[src/sv/tvz_pkg.sv]
// Package for the tile viewport zoom and scroll block.
// Holds parameter defaults, register indexes, command codes and the controller state type.
// No dependencies.
package tvz_pkg;
    localparam int MinTileDef  = 8;
    localparam int MaxTileDef  = 64;
    localparam int TileStepDef = 4;
    localparam int ResetTile   = 16;
    localparam int CamLimit    = 32767;

    localparam logic [1:0] CMD_QUERY  = 2'd0;
    localparam logic [1:0] CMD_ZIN    = 2'd1;
    localparam logic [1:0] CMD_ZOUT   = 2'd2;
    localparam logic [1:0] CMD_SCROLL = 2'd3;

    localparam logic [1:0] REG_COLS = 2'd0;
    localparam logic [1:0] REG_ROWS = 2'd1;
    localparam logic [1:0] REG_VW   = 2'd2;
    localparam logic [1:0] REG_VH   = 2'd3;

    // Divider operand selection.
    localparam logic [2:0] DIV_ANCHOR_X = 3'd0;
    localparam logic [2:0] DIV_ANCHOR_Y = 3'd1;
    localparam logic [2:0] DIV_CAM_X    = 3'd2;
    localparam logic [2:0] DIV_CAM_Y    = 3'd3;
    localparam logic [2:0] DIV_VW       = 3'd4;
    localparam logic [2:0] DIV_VH       = 3'd5;
    localparam logic [2:0] DIV_PT_X     = 3'd6;
    localparam logic [2:0] DIV_PT_Y     = 3'd7;

    typedef enum logic [3:0] {
        ST_IDLE, ST_PREP, ST_DSTART, ST_DWAIT, ST_ZOOM, ST_SCROLL,
        ST_CLAMP, ST_WIN, ST_OUT
    } t_state;

    typedef struct packed {
        logic       load;      // capture item, step tile size on zoom
        logic       div_start;
        logic [2:0] div_sel;
        logic       zoom_upd;  // compute camera from anchors
        logic       scroll_upd;
        logic       clamp;
        logic       window;
        logic       out_load;
    } t_cmd;

    typedef struct packed {
        logic       div_done;
        logic       size_changed;
        logic [1:0] cmd;
    } t_status;
endpackage

[src/sv/tvz_div.sv]
// Restoring divider, one quotient bit per cycle.
// Depends on nothing; used by the datapath.
module tvz_div #(
    parameter int NW = 17,
    parameter int DW = 8
) (
    input  logic          i_clk,
    input  logic          i_rst_n,
    input  logic          i_start,
    input  logic [NW-1:0] i_num,
    input  logic [DW-1:0] i_den,
    output logic          o_done,
    output logic [NW-1:0] o_quo
);
    localparam int CW = $clog2(NW + 1);
    logic [NW-1:0] r_quo;
    logic [DW:0]   r_rem;
    logic [DW-1:0] r_den;
    logic [CW-1:0] r_cnt;
    logic          r_busy, r_done;
    logic [DW:0]   w_trial;
    logic [DW+1:0] w_sub;

    assign w_trial = {r_rem[DW-1:0], r_quo[NW-1]};
    assign w_sub   = {1'b0, w_trial} - {2'b0, r_den};

    always_ff @(posedge i_clk) begin
        if (!i_rst_n) begin
            r_busy <= 1'b0;
            r_done <= 1'b0;
            r_cnt  <= '0;
        end else begin
            r_done <= 1'b0;
            if (i_start) begin
                r_busy <= 1'b1;
                r_cnt  <= CW'(NW);
                r_quo  <= i_num;
                r_rem  <= '0;
                r_den  <= i_den;
            end else if (r_busy) begin
                if (w_sub[DW+1]) begin
                    r_rem <= w_trial;
                    r_quo <= {r_quo[NW-2:0], 1'b0};
                end else begin
                    r_rem <= w_sub[DW:0];
                    r_quo <= {r_quo[NW-2:0], 1'b1};
                end
                r_cnt <= r_cnt - 1'b1;
                if (r_cnt == CW'(1)) begin
                    r_busy <= 1'b0;
                    r_done <= 1'b1;
                end
            end
        end
    end
    assign o_done = r_done;
    assign o_quo  = r_quo;
endmodule

[src/sv/tvz_ctrl.sv]
// Controller state machine for the tile viewport block.
// Depends on tvz_pkg; drives the datapath through t_cmd.
module tvz_ctrl (
    input  logic             i_clk,
    input  logic             i_rst_n,
    input  logic             i_valid,
    input  logic             i_out_busy,
    input  tvz_pkg::t_status i_status,
    output logic             o_stall,
    output tvz_pkg::t_cmd    o_cmd
);
    tvz_pkg::t_state r_state, n_state;
    logic [2:0] r_sel, n_sel;

    always_ff @(posedge i_clk) begin
        if (!i_rst_n) begin
            r_state <= tvz_pkg::ST_IDLE;
            r_sel   <= '0;
        end else begin
            r_state <= n_state;
            r_sel   <= n_sel;
        end
    end

    always_comb begin
        n_state = r_state;
        n_sel   = r_sel;
        o_cmd   = '0;
        o_cmd.div_sel = r_sel;
        o_stall = 1'b1;
        case (r_state)
            tvz_pkg::ST_IDLE: begin
                o_stall = 1'b0;
                if (i_valid) begin
                    o_cmd.load = 1'b1;
                    n_state = tvz_pkg::ST_PREP;
                end
            end
            tvz_pkg::ST_PREP: begin
                if ((i_status.cmd == tvz_pkg::CMD_ZIN || i_status.cmd == tvz_pkg::CMD_ZOUT)
                    && i_status.size_changed) begin
                    n_sel = tvz_pkg::DIV_ANCHOR_X;
                    n_state = tvz_pkg::ST_DSTART;
                end else if (i_status.cmd == tvz_pkg::CMD_SCROLL) begin
                    n_state = tvz_pkg::ST_SCROLL;
                end else begin
                    n_sel = tvz_pkg::DIV_CAM_X;
                    n_state = tvz_pkg::ST_DSTART;
                end
            end
            tvz_pkg::ST_DSTART: begin
                o_cmd.div_start = 1'b1;
                n_state = tvz_pkg::ST_DWAIT;
            end
            tvz_pkg::ST_DWAIT: begin
                if (i_status.div_done) begin
                    if (r_sel == tvz_pkg::DIV_ANCHOR_Y) begin
                        n_state = tvz_pkg::ST_ZOOM;
                    end else if (r_sel == tvz_pkg::DIV_PT_Y) begin
                        n_state = tvz_pkg::ST_WIN;
                    end else begin
                        n_sel = r_sel + 3'd1;
                        n_state = tvz_pkg::ST_DSTART;
                    end
                end
            end
            tvz_pkg::ST_ZOOM: begin
                o_cmd.zoom_upd = 1'b1;
                n_state = tvz_pkg::ST_CLAMP;
            end
            tvz_pkg::ST_SCROLL: begin
                o_cmd.scroll_upd = 1'b1;
                n_state = tvz_pkg::ST_CLAMP;
            end
            tvz_pkg::ST_CLAMP: begin
                o_cmd.clamp = 1'b1;
                n_sel = tvz_pkg::DIV_CAM_X;
                n_state = tvz_pkg::ST_DSTART;
            end
            tvz_pkg::ST_WIN: begin
                // The output registers are loaded here, so wait while the previous word
                // is still held by the receiver.
                if (!i_out_busy) begin
                    o_cmd.window = 1'b1;
                    n_state = tvz_pkg::ST_OUT;
                end
            end
            tvz_pkg::ST_OUT: begin
                if (!i_out_busy) begin
                    o_cmd.out_load = 1'b1;
                    n_state = tvz_pkg::ST_IDLE;
                end
            end
            default: n_state = tvz_pkg::ST_IDLE;
        endcase
    end
endmodule

[src/sv/tvz_dp.sv]
// Datapath of the tile viewport block: registers, camera arithmetic, shared divider.
// Depends on tvz_pkg and tvz_div.
module tvz_dp #(
    parameter int MIN_TILE  = tvz_pkg::MinTileDef,
    parameter int MAX_TILE  = tvz_pkg::MaxTileDef,
    parameter int TILE_STEP = tvz_pkg::TileStepDef
) (
    input  logic               i_clk,
    input  logic               i_rst_n,
    input  tvz_pkg::t_cmd      i_cmd,
    output tvz_pkg::t_status   o_status,
    input  logic               i_cfg_we,
    input  logic [1:0]         i_cfg_addr,
    input  logic [12:0]        i_cfg_data,
    input  logic [1:0]         i_cmd_code,
    input  logic [11:0]        i_pointer_x,
    input  logic [11:0]        i_pointer_y,
    input  logic signed [4:0]  i_scroll_dx,
    input  logic signed [4:0]  i_scroll_dy,
    output logic [14:0]        o_cam_x,
    output logic [14:0]        o_cam_y,
    output logic [6:0]         o_tile_px,
    output logic [7:0]         o_first_col,
    output logic [7:0]         o_first_row,
    output logic [8:0]         o_end_col,
    output logic [8:0]         o_end_row,
    output logic [11:0]        o_pointer_tile_x,
    output logic [11:0]        o_pointer_tile_y
);
    logic [8:0]  r_cols, r_rows;
    logic [12:0] r_vw, r_vh;
    logic [7:0]  r_tile, r_prev;
    logic [14:0] r_cx, r_cy;
    logic signed [18:0] r_nx, r_ny;  // unclamped camera
    logic [1:0]  r_code;
    logic [11:0] r_px, r_py;
    logic signed [4:0] r_dx, r_dy;
    logic [16:0] r_q [8];
    logic [16:0] w_num;
    logic [16:0] w_quo;
    logic        w_done;
    logic [7:0]  w_den, w_step;
    logic [7:0]  w_fc, w_fr;
    logic [8:0]  w_ec, w_er;

    // Tile size step, saturated at the limits and floored at one.
    always_comb begin
        logic [8:0] up;
        logic signed [9:0] dn;
        up = {1'b0, r_tile} + 9'(TILE_STEP);
        dn = $signed({2'b0, r_tile}) - $signed(10'(TILE_STEP));
        if (i_cmd_code == tvz_pkg::CMD_ZOUT) begin
            w_step = (dn < $signed(10'(MIN_TILE))) ? 8'(MIN_TILE) : dn[7:0];
        end else begin
            w_step = (up > 9'(MAX_TILE)) ? 8'(MAX_TILE) : up[7:0];
        end
        if (w_step == 8'd0) w_step = 8'd1;
    end

    always_comb begin
        case (i_cmd.div_sel)
            tvz_pkg::DIV_ANCHOR_X: w_num = {2'b0, r_cx} + {5'b0, r_px};
            tvz_pkg::DIV_ANCHOR_Y: w_num = {2'b0, r_cy} + {5'b0, r_py};
            tvz_pkg::DIV_CAM_X:    w_num = {2'b0, r_cx};
            tvz_pkg::DIV_CAM_Y:    w_num = {2'b0, r_cy};
            tvz_pkg::DIV_VW:       w_num = {4'b0, r_vw};
            tvz_pkg::DIV_VH:       w_num = {4'b0, r_vh};
            tvz_pkg::DIV_PT_X:     w_num = {2'b0, r_cx} + {5'b0, r_px};
            default:               w_num = {2'b0, r_cy} + {5'b0, r_py};
        endcase
        w_den = (i_cmd.div_sel == tvz_pkg::DIV_ANCHOR_X ||
                 i_cmd.div_sel == tvz_pkg::DIV_ANCHOR_Y) ? r_prev : r_tile;
    end

    tvz_div #(.NW(17), .DW(8)) u_div (
        .i_clk(i_clk), .i_rst_n(i_rst_n), .i_start(i_cmd.div_start),
        .i_num(w_num), .i_den(w_den), .o_done(w_done), .o_quo(w_quo)
    );

    function automatic logic [14:0] clamp_axis(logic signed [18:0] c, logic [8:0] cells,
                                               logic [7:0] t, logic [12:0] v);
        logic signed [18:0] top;
        logic signed [18:0] r;
        top = $signed({2'b0, 17'(cells * t)}) - $signed({6'b0, v});
        if (top < 0) top = '0;
        r = c;
        if (r > top) r = top;
        if (r > 19'sd32767) r = 19'sd32767;
        if (c < 0) r = '0;
        return r[14:0];
    endfunction

    function automatic void win_axis(logic [16:0] s0, logic [16:0] vq, logic [8:0] cells,
                                     output logic [7:0] f, output logic [8:0] e);
        logic signed [18:0] s, sp, en;
        s  = $signed({2'b0, s0});
        sp = $signed({2'b0, vq}) + 19'sd1;
        en = s + sp;
        if (en > $signed({10'b0, cells})) begin
            en = $signed({10'b0, cells});
            s  = en - sp;
            if (s < 0) s = '0;
        end
        f = s[7:0];
        e = en[8:0];
    endfunction

    always_comb begin
        win_axis(r_q[2], r_q[4], r_cols, w_fc, w_ec);
        win_axis(r_q[3], r_q[5], r_rows, w_fr, w_er);
    end

    always_ff @(posedge i_clk) begin
        if (!i_rst_n) begin
            r_cols <= 9'd64;
            r_rows <= 9'd64;
            r_vw   <= 13'd640;
            r_vh   <= 13'd480;
            r_tile <= 8'(tvz_pkg::ResetTile);
            r_cx   <= '0;
            r_cy   <= '0;
        end else begin
            if (i_cfg_we) begin
                case (i_cfg_addr)
                    tvz_pkg::REG_COLS: r_cols <= i_cfg_data[8:0];
                    tvz_pkg::REG_ROWS: r_rows <= i_cfg_data[8:0];
                    tvz_pkg::REG_VW:   r_vw   <= i_cfg_data;
                    tvz_pkg::REG_VH:   r_vh   <= i_cfg_data;
                    default: ;
                endcase
            end
            if (i_cmd.load) begin
                r_prev <= r_tile;
                if (i_cmd_code == tvz_pkg::CMD_ZIN || i_cmd_code == tvz_pkg::CMD_ZOUT)
                    r_tile <= w_step;
            end
            if (i_cmd.zoom_upd) begin
                r_nx <= $signed({2'b0, 17'(r_q[0] * r_tile)}) - $signed({7'b0, r_px});
                r_ny <= $signed({2'b0, 17'(r_q[1] * r_tile)}) - $signed({7'b0, r_py});
            end
            if (i_cmd.scroll_upd) begin
                r_nx <= $signed({4'b0, r_cx}) + 19'(r_dx) * $signed({11'b0, r_tile});
                r_ny <= $signed({4'b0, r_cy}) + 19'(r_dy) * $signed({11'b0, r_tile});
            end
            if (i_cmd.clamp) begin
                r_cx <= clamp_axis(r_nx, r_cols, r_tile, r_vw);
                r_cy <= clamp_axis(r_ny, r_rows, r_tile, r_vh);
            end
        end
    end

    always_ff @(posedge i_clk) begin
        if (i_cmd.load) begin
            r_code <= i_cmd_code;
            r_px <= i_pointer_x;
            r_py <= i_pointer_y;
            r_dx <= i_scroll_dx;
            r_dy <= i_scroll_dy;
        end
        if (w_done) r_q[i_cmd.div_sel] <= w_quo;
        if (i_cmd.window) begin
            o_first_col <= w_fc;
            o_end_col <= w_ec;
            o_first_row <= w_fr;
            o_end_row <= w_er;
            o_cam_x <= r_cx;
            o_cam_y <= r_cy;
            o_tile_px <= r_tile[6:0];
            o_pointer_tile_x <= r_q[6][11:0];
            o_pointer_tile_y <= r_q[7][11:0];
        end
    end

    assign o_status.div_done = w_done;
    assign o_status.size_changed = (r_tile != r_prev);
    assign o_status.cmd = r_code;
endmodule

[src/sv/tile_viewport_zoom_scroll.sv]
// Tile viewport zoom and scroll: top level.
// Each division runs start, 17 quotient bits and done in one shared divider.
// Queries and zooms at a size limit run six divisions; scrolls add scroll and clamp steps,
// zooms that change the size add two anchor divisions, zoom and clamp. The next word is taken
// once the result is loaded; the window step waits while the previous result is still stalled.
// Synchronous active-low reset sets 64x64 tiles, a 640x480 view, tile 16, camera 0.
module tile_viewport_zoom_scroll #(
    parameter int MIN_TILE  = tvz_pkg::MinTileDef,
    parameter int MAX_TILE  = tvz_pkg::MaxTileDef,
    parameter int TILE_STEP = tvz_pkg::TileStepDef
) (
    input  logic              i_clk,
    input  logic              i_rst_n,
    input  logic              i_cfg_we,
    input  logic [1:0]        i_cfg_addr,
    input  logic [12:0]       i_cfg_data,
    input  logic              i_valid,
    output logic              o_stall,
    input  logic [1:0]        i_cmd,
    input  logic [11:0]       i_pointer_x,
    input  logic [11:0]       i_pointer_y,
    input  logic signed [4:0] i_scroll_dx,
    input  logic signed [4:0] i_scroll_dy,
    output logic              o_valid,
    input  logic              i_stall,
    output logic [14:0]       o_cam_x,
    output logic [14:0]       o_cam_y,
    output logic [6:0]        o_tile_px,
    output logic [7:0]        o_first_col,
    output logic [7:0]        o_first_row,
    output logic [8:0]        o_end_col,
    output logic [8:0]        o_end_row,
    output logic [11:0]       o_pointer_tile_x,
    output logic [11:0]       o_pointer_tile_y
);
    tvz_pkg::t_cmd    w_cmd;
    tvz_pkg::t_status w_status;
    logic r_valid;

    tvz_ctrl u_ctrl (
        .i_clk(i_clk), .i_rst_n(i_rst_n), .i_valid(i_valid),
        .i_out_busy(r_valid), .i_status(w_status), .o_stall(o_stall), .o_cmd(w_cmd)
    );

    tvz_dp #(.MIN_TILE(MIN_TILE), .MAX_TILE(MAX_TILE), .TILE_STEP(TILE_STEP)) u_dp (
        .i_clk(i_clk), .i_rst_n(i_rst_n), .i_cmd(w_cmd), .o_status(w_status),
        .i_cfg_we(i_cfg_we), .i_cfg_addr(i_cfg_addr), .i_cfg_data(i_cfg_data),
        .i_cmd_code(i_cmd), .i_pointer_x(i_pointer_x), .i_pointer_y(i_pointer_y),
        .i_scroll_dx(i_scroll_dx), .i_scroll_dy(i_scroll_dy),
        .o_cam_x(o_cam_x), .o_cam_y(o_cam_y), .o_tile_px(o_tile_px),
        .o_first_col(o_first_col), .o_first_row(o_first_row),
        .o_end_col(o_end_col), .o_end_row(o_end_row),
        .o_pointer_tile_x(o_pointer_tile_x), .o_pointer_tile_y(o_pointer_tile_y)
    );

    // The output word is published when the out-load step, which follows the window step, sets r_valid.
    always_ff @(posedge i_clk) begin
        if (!i_rst_n) r_valid <= 1'b0;
        else if (w_cmd.out_load) r_valid <= 1'b1;
        else if (!i_stall) r_valid <= 1'b0;
    end
    assign o_valid = r_valid;

    a_one_item: assert property (@(posedge i_clk) disable iff (!i_rst_n)
        (i_valid && !o_stall) |=> o_stall)
        else $error("second word accepted while one is in flight");
    a_no_overwrite: assert property (@(posedge i_clk) disable iff (!i_rst_n)
        w_cmd.out_load |-> !r_valid)
        else $error("result loaded over a waiting word");
    a_tile_range: assert property (@(posedge i_clk) disable iff (!i_rst_n)
        o_valid |-> (o_tile_px != 7'd0))
        else $error("tile size reached zero");
endmodule

[config.mk]
export PLATFORM = sky130hd
export DESIGN_NAME = tile_viewport_zoom_scroll
export DESIGN_NICKNAME = d
export VERILOG_FILES = /design/src/sv/tvz_pkg.sv /design/src/sv/tvz_div.sv /design/src/sv/tvz_ctrl.sv /design/src/sv/tvz_dp.sv /design/src/sv/tile_viewport_zoom_scroll.sv
export SDC_FILE = /design/constraint.sdc
export NUM_CORES = 2
export LEC_CHECK = 0
export ABC_AREA = 1
export BUFFER_PORTS_ARGS = -buffer_cell sky130_fd_sc_hd__buf_4
export CAP_MARGIN = 20
export CORE_ASPECT_RATIO = 0.7
export CORE_MARGIN = 3
export CORE_UTILIZATION = 30
export DETAILED_ROUTE_END_ITERATION = 16
export GPL_TIMING_DRIVEN = 1
export SETUP_SLACK_MARGIN = 0.4
export SLEW_MARGIN = 10
export SYNTH_ARGS = -nofsm -noshare
export SYNTH_HDL_FRONTEND = slang
export SYNTH_SLANG_ARGS = --single-unit
[constraint.sdc]
create_clock -name i_clk -period 19.7 [get_ports i_clk]
set_clock_uncertainty 0.2 [all_clocks]
set_input_delay 1.97 -clock i_clk [delete_from_list [all_inputs] [get_ports i_clk]]
set_output_delay 1.97 -clock i_clk [all_outputs]
set_load 0.03 [all_outputs]
==> impl_metrics.tcl <==
set metrics [dict create \
    outcome "finished, final reports clean" \
    critPathLaunch "u_dp.r_tile[3]$_SDFFE_PN0P_" \
    grt_overflow 0 \
    worstSetupStartpointType "flop" \
    dieArea_um2 141000 \
    grt_usage 0.1956 \
    cts.repair.resized 0 \
    stdcell_count 7051 \
    cp-end-kind "flop" \
    crit_path_end "u_dp.r_cx[3]$_SDFFE_PN0P_" \
    wirelength_um 139500 \
    worst_slack_ns 11.61 \
    yosys_most_used_dff "edfxtp_1" \
    dpl.cell_count 6955 \
    dieHeight_um 315.0 \
    drt_iter0_drc 3465 \
    grt_pass1_vias 32750 \
    synth_seq_cells 433 \
    syn-cell-area_um2 40930 \
    final_nets 5991 \
    synth_cells 5157 \
    min_path_cells 0 \
    die_w_um 447.5 \
    drv_cap 0 \
    clk_latency_ns 0.65 \
    clk_pin_slew_worst_paths_ns 0.06 \
    ant_nets 0 \
    yosysTopAreaCell "edfxtp_1" \
    hold_buffers 0 \
    min_period_ns 8.095 \
    synth.net_count 5905 \
    ff2ff_setup_slack_ns 11.61 \
    clock.fmax_mhz 123.5 \
    dp_hpwl_um 110500 \
    io_pins 153 \
    cp_data_required_time_ns 19.97 \
    synth-edff-count 336 \
    clockRootBuffer "clkbuf_16" \
    ys_seq_area_frac 0.2940 \
    crit_top_cell "nand2_1" \
    synth_area_per_cell_um2 7.936 \
    cts_max_path_buffers 3 \
    io_buffer_count 152 \
    area_delta_synth_final_pct 11.28 \
    worst-path-max-fanout 44 \
    pwr_density_cell_nw_per_um2 123.5 \
    cts.sinks 433 \
    drv_slew 0 \
    dp_slack_ns 11.73 \
    post-cts-setup-buffer-count 0 \
    worstHoldStart "u_dp.r_q[7][9]$_DFFE_PP_" \
    core.rowCount 112 \
    cts_max_level 2 \
    critPathSlowestCell "buf_4" \
    crit_arrival_ns 8.37 \
    fin_tns_setup_ns 0 \
    fin_crit_sh 0.4109 \
    synth-async-reset-ratio 0 \
    relSlewSlack 0.2031 \
    start_util 0.3045 \
    antenna_found_initial 10 \
    cts_tree "yes" \
    r2r_cells 31 \
    drt_pass1_iterations 6 \
    drc 0 \
    total_power_mw 5.625 \
    routedWlPerCell_um 19.78 \
    reg2reg_from "u_dp.r_tile[3]$_SDFFE_PN0P_" \
    worstSetupPathType "reg -> reg" \
    grt_pass1_wl_um 206700 \
    yosys-top-cells-area "edfxtp_1 (25%), fa_1 (14%), ha_1 (12%), nand2_1 (12%), inv_1 (9.6%)" \
    cts_buffers 48 \
    via_per_inst 4.883 \
    yosys_warnings 0 \
    final_util 0.3389 \
    worst_pin_slew_ns 1.195 \
    core_area_um2 134400 \
    rsz0062_at_grt "false" \
    irDropWorstVdd_v 0.00008271 \
    leakagePower_nw 22.55 \
    cpPeakStageDelay_ns 0.64 \
    hold_violations 0 \
    drive_gt1_frac 0.06720 \
    gp_congestion 0.9835 \
    yosys.cell_types.count 64 \
    rr_endpoint "u_dp.r_cx[3]$_SDFFE_PN0P_" \
    setup_viol_count_final 0 \
    grt_max_degree 56 \
    yosysTopAreaCellShare 0.2465 \
    holdCritPathClass "reg -> reg" \
    vias 34430 \
]
## final cells by class
class                           instances  area, um2
Tap cell                             1767       2211
Inverter                             1053       3953
Antenna cell                            1      2.502
Sequential cell                       433      12040
Clock buffer                           60       1267
Clock inverter                         30      321.6
Multi-Input combinational cell       3516      24300
Fill cell                           14070      88850
Timing Repair Buffer                  191       1448
## cells in the final DEF (no fill, tap or decap), types with 11 or more instances in the layout
| cell type | Yosys | layout |
|---|---|---|
| o31ai_1 | 11 | 11 |
| ha_1 | 403 | 403 |
| xnor2_1 | 76 | 76 |
| dfxtp_1 | 97 | 89 |
| nor3_1 | 50 | 50 |
| fa_1 | 289 | 289 |
| a21oi_1 | 314 | 314 |
| clkbuf_1 | 74 | 11 |
| o21bai_1 | 24 | 24 |
| buf_4 | 4 | 186 |
| or2_2 | 25 | 25 |
| nand2_1 | 1304 | 1304 |
| inv_1 | 1046 | 1046 |
| clkbuf_16 | 0 | 49 |
| nand3b_1 | 12 | 12 |
| nand4_1 | 42 | 42 |
| edfxtp_1 | 336 | 336 |
| xor2_1 | 79 | 79 |
| a21o_1 | 13 | 13 |
| o21ai_0 | 247 | 246 |
| nor2_1 | 255 | 249 |
| o211ai_1 | 11 | 11 |
| a31oi_1 | 23 | 23 |
| nand3_1 | 228 | 228 |
## Yosys cell counts, types with 5 or more instances
library cell	number
o211ai_1	11
nand3b_1	12
dfxtp_1	97
edfxtp_1	336
o22ai_1	6
or2_2	25
o31ai_1	11
clkbuf_2	26
ha_1	403
clkbuf_1	74
nand2_1	1304
xor2_1	79
fa_1	289
xnor2_1	76
a31oi_1	23
o21a_1	8
a21oi_1	314
a21o_1	13
inv_1	1046
nor4_1	6
nor2_1	255
a221oi_1	9
o2111ai_1	5
nand3_1	228
buf_2	21
buf_1	27
o21bai_1	24
nor3_1	50
o21ai_1	6
nand3_2	8
nand2_2	7
nor2_2	7
nand4_1	42
o21ai_0	247
a211oi_1	6
## worst min path at each step
stage,end,slack (ns)
detailed placement,o_pointer_tile_y[1]$_DFFE_PP_,0.21
global route,o_pointer_tile_y[1]$_DFFE_PP_,0.23
global placement,o_pointer_tile_y[3]$_DFFE_PP_,0.20
finish,o_pointer_tile_y[9]$_DFFE_PP_,0.22
CTS,o_pointer_tile_y[7]$_DFFE_PP_,0.22
floorplan,o_pointer_tile_x[0]$_DFFE_PP_,0.20
## layer usage
metal	GRT usage	vias up	routed length [um]
met3	0.06587	188	16800
met1	0.2853	16200	63560
met4	0.04959	8	3819
met2	0.2731	1485	55140
li1	-	16540	-
met5	0.007246	-	179
## registers in the layout, summed over array words and instances, names as in the netlist, 13 cells and up
signal	cells
u_dp.o_cam_x	15
u_dp.r_ny	19
u_dp.r_cy	15
u_dp.r_q	126
u_dp.r_cx	15
u_dp.r_nx	19
u_dp.r_vw	13
u_dp.o_cam_y	15
u_dp.u_div.o_quo	17
u_dp.r_vh	13
## stage by stage
| step | hold slack [ns] | cell area (um2) |
|---|---|---|
| CTS | 0.2185 | 45490 |
| detailed placement | 0.2052 | 43900 |
| floorplan | 0.2003 | 40930 |
| finish | 0.2187 | 45540 |
| global placement | 0.2018 | 43890 |
| global route | 0.2289 | 45540 |
## where the power goes
group | total [mW] | leakage (nW) | internal [mW] | switching [mW]
registers | 1.30 | 3.85 | 1.14 | 0.159
clock network | 0.934 | 0.762 | 0.518 | 0.416
logic | 3.39 | 17.9 | 1.13 | 2.26
total | 5.62 | 22.6 | 2.79 | 2.83
## worst max-delay path: cells and delay by family (launching register included)
| family | cells | cell delay (ns) |
|---|---|---|
| fa+ha+maj | 6 | 2.76 |
| compound gates | 1 | 0.06 |
| flops | 1 | 0.56 |
| buf+inv | 5 | 1.38 |
| simple gates | 19 | 2.90 |
## cells by family (layout without fill, tap and decap cells)
group	count (synthesis)	in the layout	synth area share
DFF	433	433	0.2940
and+or+nand+nor	1960	1960	0.1991
xor gates and xnor gates	155	155	0.03317
adders and majority gates	692	692	0.2646
AOI/OAI and AO/OA	709	709	0.09603
buffers and inverters	1208	1334	0.1131
other	0	1	0
Note: power is estimated with default switching activity, not from simulation.
